[config.mk]
export PLATFORM = sky130hd
export DESIGN_NAME = thb_sqrt_pipe
export DESIGN_NICKNAME = d
export VERILOG_FILES = /design/src/rtl/core/thb_pkg.sv /design/src/rtl/core/thb_sqrt_pipe.sv
export SDC_FILE = /design/constraint.sdc
export NUM_CORES = 2
export LEC_CHECK = 0
export ABC_CLOCK_PERIOD_IN_PS = 4400
export BUFFER_PORTS_ARGS = -buffer_cell sky130_fd_sc_hd__buf_2
export CAP_MARGIN = 15
export CORE_ASPECT_RATIO = 1.25
export CORE_MARGIN = 1.5
export CORE_UTILIZATION = 45
export CTS_CLUSTER_DIAMETER = 40
export DETAILED_ROUTE_END_ITERATION = 10
export PLACE_DENSITY = 0.63
export RECOVER_POWER = 100
export SLEW_MARGIN = 20
export SYNTH_ARGS = -nofsm -noshare
export SYNTH_HDL_FRONTEND = slang
export SYNTH_SLANG_ARGS = --single-unit
[constraint.sdc]
create_clock -name clk -period 4.4 [get_ports clk]
set_input_delay 0.88 -clock clk [delete_from_list [all_inputs] [get_ports clk]]
set_output_delay 0.88 -clock clk [all_outputs]
set_load 0.01 [all_outputs]
[src/rtl/core/thb_pkg.sv]
`default_nettype none
package thb_pkg;

  localparam int COORD_WIDTH_DEF = 24;
  localparam int FRAC_BITS_DEF   = 12;
  localparam int WEIGHT_BITS_DEF = 16;

  localparam int CFG_IDX_W = 3;

  // Q16 distance ratio, 0..65536
  localparam int T_BITS = 16;
  localparam int TW     = T_BITS + 1;

  // cosine polynomial operands: u in Q30, coefficients below 2^31
  localparam int UW  = 31;
  localparam int PW  = 31;
  localparam int PRW = UW + PW;
  localparam int COS_STEPS = 5;

  localparam logic [PW-1:0] COS_C1  = 31'd1324675879;
  localparam logic [PW-1:0] COS_C2  = 31'd272375560;
  localparam logic [PW-1:0] COS_C3  = 31'd22401992;
  localparam logic [PW-1:0] COS_C4  = 31'd987048;
  localparam logic [PW-1:0] COS_C5  = 31'd27060;
  localparam logic [PW-1:0] ONE_Q30 = 31'd1073741824;

  typedef enum logic [1:0] {
    MODE_ROUND  = 2'd0,
    MODE_SQUARE = 2'd1,
    MODE_FLAT   = 2'd2,
    MODE_UNUSED = 2'd3
  } brush_mode_t;

  typedef enum logic [CFG_IDX_W-1:0] {
    CFG_CENTER_X = 3'd0,
    CFG_CENTER_Z = 3'd1,
    CFG_RADIUS   = 3'd2,
    CFG_GAIN     = 3'd3,
    CFG_MODE     = 3'd4,
    CFG_RAISE    = 3'd5
  } cfg_idx_t;

  typedef struct packed {
    logic last;
    logic in_circle;
    logic in_square;
  } thb_flags_t;

  localparam int FLAGS_W = $bits(thb_flags_t);

  // coefficient subtracted from in step k of the Horner chain
  function automatic logic [PW-1:0] cos_coef(input int k);
    logic [PW-1:0] c;
    case (k)
      0: c = COS_C4;
      1: c = COS_C3;
      2: c = COS_C2;
      3: c = COS_C1;
      default: c = ONE_Q30;
    endcase
    return c;
  endfunction

endpackage
`default_nettype wire

[src/rtl/core/thb_sqrt_pipe.sv]
`default_nettype none
module thb_sqrt_pipe
  import thb_pkg::*;
#(
  parameter int W     = 24,
  parameter int TAG_W = 27
) (
  input  wire logic             clk,
  input  wire logic             rst,
  input  wire logic             en,
  input  wire logic             in_valid,
  input  wire logic [2*W-1:0]   radicand,
  input  wire logic [TAG_W-1:0] in_tag,
  output logic                  out_valid,
  output logic [W-1:0]          root,
  output logic [TAG_W-1:0]      out_tag
);

  logic [2*W-1:0]   rad  [0:W];
  logic [W+1:0]     rem  [0:W];
  logic [W-1:0]     rt   [0:W];
  logic [TAG_W-1:0] tag  [0:W];
  logic             vld  [0:W];

  always_ff @(posedge clk) begin
    if (rst) begin
      vld[0] <= 1'b0;
    end else if (en) begin
      vld[0] <= in_valid;
    end
  end

  always_ff @(posedge clk) begin
    if (en) begin
      rad[0] <= radicand;
      rem[0] <= '0;
      rt[0]  <= '0;
      tag[0] <= in_tag;
    end
  end

  for (genvar i = 0; i < W; i++) begin : g_step
    logic [W+1:0] rem_sh;
    logic [W+1:0] trial;
    logic         ge;

    // bring down the next two radicand bits, try root digit one
    assign rem_sh = {rem[i][W-1:0], rad[i][2*W-1:2*W-2]};
    assign trial  = {rt[i], 2'b01};
    assign ge     = rem_sh >= trial;

    always_ff @(posedge clk) begin
      if (rst) begin
        vld[i+1] <= 1'b0;
      end else if (en) begin
        vld[i+1] <= vld[i];
      end
    end

    always_ff @(posedge clk) begin
      if (en) begin
        rad[i+1] <= {rad[i][2*W-3:0], 2'b00};
        rem[i+1] <= ge ? rem_sh - trial : rem_sh;
        rt[i+1]  <= {rt[i][W-2:0], ge};
        tag[i+1] <= tag[i];
      end
    end
  end

  assign out_valid = vld[W];
  assign root      = rt[W];
  assign out_tag   = tag[W];

endmodule
`default_nettype wire

==> impl_metrics.toml <==
[hold_path]
hp-class = "input pin to register"
hp-start = "in_tag[13]"

[floorplan]
die_x_um = 393
core-area_um2 = 189000
fp.dieH_um = 491
initial_core_util = 0.454
rows = 178
die-area_um2 = 193000
io_pins = 131

[sta]
max_freq_mhz = 257
rsz0062_at_grt = "false"
worst_slew_pin_slew_ns = 2.75
setup-tns-final_ns = 0
final_max_slew_viol_count = 105
slew_headroom = -0.831
finalHoldViolations = 0
finalSetupViolCount = 0
skew_ns = 0.0617
min_period_ns = 3.89
fin_ws_ns = 0.511
fin_crit_sh = 0.884

[route]
vias = 44000
wirelength_um = 147000
drc = 0
vias_per_cell = 5.08
firstDrtPassIters = 6
drt-initial-drc-count = 2410
wl_per_cell_um = 17.0
postRouteAntennaNets = 0

[logic_synthesis]
synth-edff-count = 2122
async_flop_share = 0
ys_seq_area_frac = 0.744
ys_warn_count = 0
yosysTopAreaCell = "edfxtp_1"
synthDistinctLibCells = 86
ys_seq_elements = 2122
yosysTopAreaCellShare = 0.744
synthTopCellsByArea = "edfxtp_1, ha_1, xnor2_1"
synth_nets = 5951
syn_area_um2 = 85600
synth_ff_type = "edfxtp_1"
syn_avg_cell_area_um2 = 15.4
netlist_instances = 5547

[cells_and_area]
final_cells = 8664
final_nets = 6353
fillCellCount = 15400
design_area_um2 = 98400
layout-drive-gt1-share = 0.0962
area_growth_pct = 15.0
final_util = 0.522

[grt]
track_usage = 0.151
grt_pass1_wl_um = 231000
use_met3 = 0.0310
use_met1 = 0.147
antenna_found_initial = 4
gr-usage-met2 = 0.293
top_usage_layer = "met2"
grt_max_degree = 150
grt_pass1_vias = 45300
grt.overflow.total = 0

[clock_network]
cts_root_buf = "clkbuf_16"
cts_max_path_buffers = 4
postCtsResizedCells = 0
cts_hold_buffers = 0
postCtsSetupBuffers = 0
clock-sinks = 2122
cts_buffers = 278
cts_max_level = 5
insertion_delay_ns = 0.88
path_clk_slew_ns = 0.06
tritoncts = "built"

[critical_path]
cp_slowest_cell = "clkbuf_2"
cp_max_fo = 31
crit_buf_inv = 3
worstReg2RegStart = "rt[2][96]$_DFFE_PP_"
critPathMaxStageDelay_ns = 0.56
critPathTopFamily = "compound AO/OA/AOI/OAI gates"
end_kind = "register"
cp-startpoint = "rt[2][96]$_DFFE_PP_"
cp_cell_sequence = "inv_1, ha_1, nor2b_1, o31ai_1, a211oi_1, o21ai_0, a41o_1, o21ai_0, nor2_1, inv_1, clkbuf_2, mux2_2"
critPathKind = "register to register"
crit_required_ns = 4.99
cp-start-kind = "register"
cp.arrival_ns = 4.48

[power]
power_density_nw_per_um2 = 551
total_leakage_power_nw = 36.4
peakVddDrop_v = 0.000390

[placement]
gp_congestion = 0.912
port_buffers = 130
dp_hpwl_um = 99700
dp.cells = 8189
pre_cts_ws_ns = 0.638
place_area_um2 = 89900

[job]
drv_cap = 3

[status]
violations = "max-capacitance violations, max-slew violations"
outcome = "finished, violations left"
-- layout by cell type (no fill, tap or decap), drive strengths merged, types with 24 or more instances in the layout --
cell    netlist  final
nand4        36     36
a211oi       24     24
or2          31     31
nor2        281    281
clkbuf       59    432
a21oi       310    310
clkinv        0     78
bufinv        0     30
xor2        174    174
o21a         60     60
o21ai       270    270
nand2       334    334
nand3b       27     27
ha          325    325
mux2         40     40
inv         416    453
xnor2       243    243
edfxtp     2122   2122
or3          40     40
buf          14     73
nor3         87     87
nor4         66     66
nor2b        43     43
o31ai        31     31
nand3        77     77
and2         32     32
a21o         98     98
o21bai       33     33
nand2b       60     60
-- cell families after synthesis --
family | Yosys count | share of synthesized area
buf+inv | 489 | 0.0216
flops | 2122 | 0.744
fa+ha+maj | 325 | 0.0475
mux | 43 | 0.00561
compound gates | 942 | 0.0671
simple gates | 1208 | 0.0709
other cells | 1 | 0.0000438
xor+xnor | 417 | 0.0427
-- state kept, by name (all words and copies together) (netlist names) --
name / count
tag: 675
rad: 600
vld: 25
rt: 300
rem: 522
-- routing by layer --
layer / up-vias / part of all wire
met4: 0 / 0.045
li1: 21600 / -
met5: - / 0
met2: 818 / 0.56
met3: 382 / 0.037
met1: 21300 / 0.36
-- power by group --
| group | total, mW | internal [mW] | switching (mW) |
|---|---|---|---|
| registers | 25.8 | 24.8 | 0.982 |
| clock network | 21.9 | 13.6 | 8.22 |
| logic | 6.63 | 2.74 | 3.89 |
-- path summary, 6_finish.rpt --
| kind | to | slack [ns] | depth (start not counted) |
|---|---|---|---|
| worst max-delay path | rem[2][137]$_DFFE_PP_ | 0.51 | 12 |
| worst max register to register | rem[2][137]$_DFFE_PP_ | 0.51 | 12 |
| worst min register to register | tag[21][1]$_DFFE_PP_ | 0.39 | 0 |
| worst min-delay path | tag[0][13]$_DFFE_PP_ | 0.17 | 1 |
-- through the flow --
stage               hold WS, ns  power, mW
finish                    0.170       54.3
detailed placement        0.405       32.9
global placement          0.400       32.7
global route              0.105       56.7
floorplan                 0.400       30.6
CTS                      0.0866       55.1
-- Yosys cell counts (18+ instances only) --
cell type and n:
clkbuf_1 59, nand3_1 77, a21oi_1 309, o21ai_0 260
xnor2_1 243, a31oi_1 19, nand3b_1 27, nand2b_1 60
or3_1 39, nand2_1 334, inv_1 415, a21o_1 98
nand4_1 36, or2_2 31, mux2_2 40, o21bai_1 32
nor4_1 63, edfxtp_1 2122, o21a_1 60, nor2b_1 43
ha_1 325, o31ai_1 31, nor3_1 84, a211oi_1 23
and2_1 32, and3_1 22, or4_1 18, nor2_1 280
xor2_1 174
-- cell type report --
| class | count | area, µm² | share of cell area |
|---|---|---|---|
| flip-flops and latches | 2122 | 63700 | 0.647 |
| multi-input cells | 2936 | 19900 | 0.203 |
| clock buffers | 310 | 7200 | 0.0732 |
| well taps | 2520 | 3150 | 0.0320 |
| clock inverters | 163 | 1840 | 0.0187 |
| inverters | 416 | 1560 | 0.0159 |
| repair buffers | 195 | 1010 | 0.0103 |
| diodes | 2 | 5.00 | 0.0000508 |
No activity file was read; power rests on OpenSTA's default activity.
