$ cat src/rtl/core/thb_pkg.sv
`default_nettype none
package thb_pkg;

  localparam int COORD_WIDTH_DEF = 24;
  localparam int FRAC_BITS_DEF   = 12;
  localparam int WEIGHT_BITS_DEF = 16;

  localparam int CFG_IDX_W = 3;

  // Q16 distance ratio, 0..65536
  localparam int T_BITS = 16;
  localparam int TW     = T_BITS + 1;

  // cosine polynomial operands: u in Q30, coefficients below 2^31
  localparam int UW  = 31;
  localparam int PW  = 31;
  localparam int PRW = UW + PW;
  localparam int COS_STEPS = 5;

  localparam logic [PW-1:0] COS_C1  = 31'd1324675879;
  localparam logic [PW-1:0] COS_C2  = 31'd272375560;
  localparam logic [PW-1:0] COS_C3  = 31'd22401992;
  localparam logic [PW-1:0] COS_C4  = 31'd987048;
  localparam logic [PW-1:0] COS_C5  = 31'd27060;
  localparam logic [PW-1:0] ONE_Q30 = 31'd1073741824;

  typedef enum logic [1:0] {
    MODE_ROUND  = 2'd0,
    MODE_SQUARE = 2'd1,
    MODE_FLAT   = 2'd2,
    MODE_UNUSED = 2'd3
  } brush_mode_t;

  typedef enum logic [CFG_IDX_W-1:0] {
    CFG_CENTER_X = 3'd0,
    CFG_CENTER_Z = 3'd1,
    CFG_RADIUS   = 3'd2,
    CFG_GAIN     = 3'd3,
    CFG_MODE     = 3'd4,
    CFG_RAISE    = 3'd5
  } cfg_idx_t;

  typedef struct packed {
    logic last;
    logic in_circle;
    logic in_square;
  } thb_flags_t;

  localparam int FLAGS_W = $bits(thb_flags_t);

  // coefficient subtracted from in step k of the Horner chain
  function automatic logic [PW-1:0] cos_coef(input int k);
    logic [PW-1:0] c;
    case (k)
      0: c = COS_C4;
      1: c = COS_C3;
      2: c = COS_C2;
      3: c = COS_C1;
      default: c = ONE_Q30;
    endcase
    return c;
  endfunction

endpackage
`default_nettype wire

$ cat src/rtl/core/thb_div_pipe.sv
`default_nettype none
module thb_div_pipe
  import thb_pkg::*;
#(
  parameter int W     = 23,
  parameter int TAG_W = 27
) (
  input  wire logic             clk,
  input  wire logic             rst,
  input  wire logic             en,
  input  wire logic             in_valid,
  input  wire logic [W-1:0]     dist_val,
  input  wire logic [W-1:0]     radius,
  input  wire logic [TAG_W-1:0] in_tag,
  output logic                  out_valid,
  output logic [TW-1:0]         ratio,
  output logic [TAG_W-1:0]      out_tag
);

  // quotient of dist_val * 2^T_BITS / radius, one bit per rank; exact only while dist_val < 2 * radius
  logic [W-1:0]     rem [0:T_BITS];
  logic [TW-1:0]    q   [0:T_BITS];
  logic [TAG_W-1:0] tag [0:T_BITS];
  logic             vld [0:T_BITS];
  logic             ge0;

  assign ge0 = dist_val >= radius;

  always_ff @(posedge clk) begin
    if (rst) begin
      vld[0] <= 1'b0;
    end else if (en) begin
      vld[0] <= in_valid;
    end
  end

  always_ff @(posedge clk) begin
    if (en) begin
      rem[0] <= ge0 ? dist_val - radius : dist_val;
      q[0]   <= {{(TW-1){1'b0}}, ge0};
      tag[0] <= in_tag;
    end
  end

  for (genvar k = 0; k < T_BITS; k++) begin : g_step
    logic [W:0] sh;
    logic       ge;

    assign sh = {rem[k], 1'b0};
    assign ge = sh >= {1'b0, radius};

    always_ff @(posedge clk) begin
      if (rst) begin
        vld[k+1] <= 1'b0;
      end else if (en) begin
        vld[k+1] <= vld[k];
      end
    end

    always_ff @(posedge clk) begin
      if (en) begin
        rem[k+1] <= ge ? W'(sh - {1'b0, radius}) : sh[W-1:0];
        q[k+1]   <= {q[k][TW-2:0], ge};
        tag[k+1] <= tag[k];
      end
    end
  end

  assign out_valid = vld[T_BITS];
  assign ratio     = q[T_BITS];
  assign out_tag   = tag[T_BITS];

endmodule
`default_nettype wire

$ cat config.mk
export PLATFORM = sky130hd
export DESIGN_NAME = thb_div_pipe
export DESIGN_NICKNAME = d
export VERILOG_FILES = /design/src/rtl/core/thb_pkg.sv /design/src/rtl/core/thb_div_pipe.sv
export SDC_FILE = /design/constraint.sdc
export NUM_CORES = 2
export LEC_CHECK = 0
export BUFFER_PORTS_ARGS = -buffer_cell sky130_fd_sc_hd__buf_2
export CELL_PAD_IN_SITES_DETAIL_PLACEMENT = 1
export CELL_PAD_IN_SITES_GLOBAL_PLACEMENT = 1
export CORE_MARGIN = 2
export CORE_UTILIZATION = 53
export CTS_CLUSTER_SIZE = 12
export DETAILED_ROUTE_END_ITERATION = 10
export PLACE_DENSITY_LB_ADDON = 0.1
export SLEW_MARGIN = 20
export SYNTH_ARGS = -nofsm -noshare
export SYNTH_HDL_FRONTEND = slang
export SYNTH_SLANG_ARGS = --single-unit
$ cat constraint.sdc
create_clock -name clk -period 5.2 [get_ports clk]
set_input_delay 0.26 -clock clk [delete_from_list [all_inputs] [get_ports clk]]
set_output_delay 0.26 -clock clk [all_outputs]
set_load 0.05 [all_outputs]
==> out/metrics.json <==
{
  "cts_buffer_depth": {"value": 3},
  "critical_path.startpoint": {"value": "radius[0]"},
  "detailroute.via_count": {"value": 33670},
  "mostFrequentLayoutCell": {"value": "edfxtp_1"},
  "layout.cells.most_common_list": {"value": "edfxtp_1 (997), ha_1 (390), a21oi_1 (355)"},
  "setup_clock_skew_after_layout": {"value": 26.7, "unit": "ps"},
  "grt_pass1_vias": {"value": 35132},
  "crit-reg2reg-launch": {"value": "rem[0][161]"},
  "dp.cells": {"value": 5450},
  "syn_area": {"value": 52000, "unit": "um2"},
  "fp.dieW": {"value": 317, "unit": "um"},
  "worstPathArrival": {"value": 4330, "unit": "ps"},
  "place.port_buffers": {"value": 121},
  "synth.avg_cell_area": {"value": 12.7, "unit": "um2"},
  "hold_viol_final": {"value": 0},
  "worst_ir_drop_vdd": {"value": 0.000306, "unit": "V"},
  "worst_slew_pin_slew": {"value": 1010, "unit": "ps"},
  "timing.slew.headroom": {"value": 32.4, "unit": "%"},
  "worstSetupEndpointType": {"value": "flop"},
  "die_y": {"value": 317, "unit": "um"},
  "grt_first_pass_wirelength": {"value": 197000, "unit": "um"},
  "cts_made_buffers": {"value": 106},
  "final_cells": {"value": 5676},
  "detail_route.drc_violations": {"value": 0},
  "timing.hold.ws": {"value": 96.5, "unit": "ps"},
  "tritoncts_clock_tree": {"value": "done"},
  "timing.max_cap.violations": {"value": 0},
  "setup_total_negative_slack": {"value": 0, "unit": "ps"},
  "grt_start_max_net_pins": {"value": 166},
  "num-fill-cells": {"value": 9672},
  "route.detailed.vias_per_inst": {"value": 5.93},
  "cts_repair_resize_count": {"value": 0},
  "setup.worst_path.start_class": {"value": "input pin"},
  "cp.required": {"value": 5630, "unit": "ps"},
  "final-setup-viol-count": {"value": 0},
  "crit_fanout": {"value": 24},
  "dr.first_iter.drc_count": {"value": 2106},
  "synth.distinct_cells": {"value": 90},
  "syn_inst": {"value": 4081},
  "clkSinkCount": {"value": 997},
  "synth-edff-count": {"value": 997},
  "synth.yosys.seq_area_share": {"value": 57.5, "unit": "%"},
  "setup.worst_path.class": {"value": "input pin to flop"},
  "number_of_nets_produced_by_synthesis": {"value": 4564},
  "run_status": {"value": "finished, final reports clean"},
  "place_area": {"value": 54400, "unit": "um2"},
  "route.antenna.remaining_nets": {"value": 0},
  "hp-class": {"value": "input pin to flop"},
  "first_pass_iters": {"value": 5},
  "commonest_register_cell_after_synthesis": {"value": "edfxtp_1"},
  "timing.final.max_slew_violations": {"value": 0},
  "design.die.area": {"value": 101000, "unit": "um2"},
  "power_density": {"value": 603, "unit": "nW/um2"},
  "grt.overflow.total": {"value": 0},
  "worstSkewPairLatency": {"value": 690, "unit": "ps"},
  "area_growth": {"value": 12.0, "unit": "%"},
  "maxClockFrequency": {"value": 256, "unit": "MHz"},
  "gpl.final_weighted_congestion": {"value": 0.869},
  "yosys_register_bits": {"value": 997},
  "wl_per_cell": {"value": 22.3, "unit": "um"},
  "number_of_nets_in_the_layout": {"value": 4818},
  "cts_htree_levels": {"value": 3},
  "rows": {"value": 114},
  "dp_hpwl": {"value": 89700, "unit": "um"},
  "utilization": {"value": 60.0, "unit": "%"},
  "period_share": {"value": 75.1, "unit": "%"},
  "antenna_found_initial": {"value": 3},
  "yosys_warnings": {"value": 0},
  "proportion_of_synthesized_flip_flops_having_asynchronous_set_or_reset": {"value": 0, "unit": "%"},
  "diodes_inserted": {"value": 0},
  "drive_gt1_share": {"value": 12.4, "unit": "%"},
  "clk_pin_slew_worst_paths": {"value": 60, "unit": "ps"},
  "static-leakage-power": {"value": 22.4, "unit": "nW"},
  "finish.instance_area": {"value": 58200, "unit": "um2"},
  "routed_wirelength": {"value": 127000, "unit": "um"},
  "post-cts-setup-buffers": {"value": 0},
  "hp-start": {"value": "en"},
  "period_needed": {"value": 3900, "unit": "ps"},
  "grt_setup_unrepaired": {"value": "false"},
  "core-area": {"value": 97000, "unit": "um2"},
  "track_usage": {"value": 25.1, "unit": "%"},
  "number_of_primary_i_o_pins": {"value": 122},
  "floorplan.initialDensity": {"value": 53.6, "unit": "%"},
  "root_buffer": {"value": "clkbuf_16"}
}
power by group:
part	switching [mW]	internal, mW	total [mW]
registers	1.15	11.6	12.8
logic	8.41	6.67	15.1
clock network	3.15	4.15	7.30
total	12.7	22.4	35.1
kinds of logic (layout without fill, tap and decap cells):
family                   count (synthesis)  after routing  share of synthesized area, %
AO/OA/AOI/OAI                         1116           1116                          13.7
flip-flops                             997            997                          57.5
AND/OR/NAND/NOR                        904            904                          8.41
adder cells (fa/ha/maj)                406            406                          10.0
XOR/XNOR                               296            296                          4.98
buffers and inverters                  201            520                          1.74
multiplexers                           161            161                          3.60
repair_timing:
item                                    4_1_cts  5_1_grt
endpoints found under the setup margin        0        0
hold buffers                                 52        0
hold endpoints to repair                     52        0
cell type report:
| cell class | instances | area (um2) | area share, % |
|---|---|---|---|
| sequential | 997 | 29900 | 51.4 |
| multi-input combinational | 2883 | 21200 | 36.4 |
| clock buffer | 129 | 2760 | 4.74 |
| timing repair buffer | 247 | 1840 | 3.15 |
| tap | 1276 | 1600 | 2.74 |
| clock inverter | 44 | 527 | 0.904 |
| inverter | 100 | 375 | 0.645 |
layer usage:
layer / vias to the layer above / share of wire (%) / track usage (%)
met5: - / 0 / 0
met4: 0 / 2.6 / 7.10
met3: 194 / 3.7 / 3.27
met2: 666 / 49 / 43.5
met1: 16724 / 44 / 33.3
li1: 16086 / - / -
final timing paths:
kind,end,slack (ps),cells past startpoint
setup reg to reg,rem[0][197],1300,10
setup / recovery,rem[0][105],1300,16
hold reg to reg,tag[0][200],410,0
hold / removal,tag[0][31],100,1
per-stage QoR:
step / setup slack (ps) / total power [mW]
final: 1300 / 35.1
after global routing: 1090 / 37.4
after CTS: 1270 / 35.3
after detailed placement: 813 / 27.7
after global placement: 943 / 27.1
after floorplan: 484 / 23.8
cells in the mapped netlist, types with 7 or more instances:
cell,count,area [um2]
mux2_2,128,1440
o211ai_1,19,143
mux2_1,10,113
a21boi_0,10,75.1
a31oi_1,34,213
or3_1,19,119
nand2_1,250,938
xor2_1,113,990
clkbuf_1,46,173
fa_1,16,320
nand2b_1,47,294
nand4_1,49,307
o31a_1,11,96.3
and4_1,7,61.3
o31ai_1,25,188
nand3_1,57,285
a21oi_1,357,1790
mux2_4,18,270
nor2b_1,46,288
o21bai_1,34,255
o21ai_0,237,1190
nor4b_1,7,61.3
a21o_1,164,1230
o2111ai_1,9,78.8
nor2_1,241,905
nor4_1,7,43.8
a221o_1,8,80.1
xnor2_1,183,1600
and2_1,39,244
a31o_2,11,96.3
nor3b_1,10,75.1
buf_4,21,158
o21a_1,61,458
nor3_1,58,290
edfxtp_1,997,29900
or2_2,19,119
inv_1,100,375
o21ai_1,12,60.1
ha_1,390,4880
a211o_1,9,78.8
and3_1,33,206
buf_2,22,110
a211oi_1,30,225
worst max-delay path: stages:
cell and delay (ps):
dlygate4sd3_1 520, buf_2 120, inv_2 120, buf_4 220, buf_4 180, fa_1 450
a21o_1 200, a21oi_1 250, o21bai_1 190, a2111oi_2 640, or2_2 250, o21a_1 130
o21a_1 150, o21ai_2 60, buf_4 230, mux2_2 320
state kept, by name, indices dropped and copies added (netlist names):
name  count
tag     459
rem     368
q       153
vld      17
Note: power is estimated with default switching activity, not from simulation.
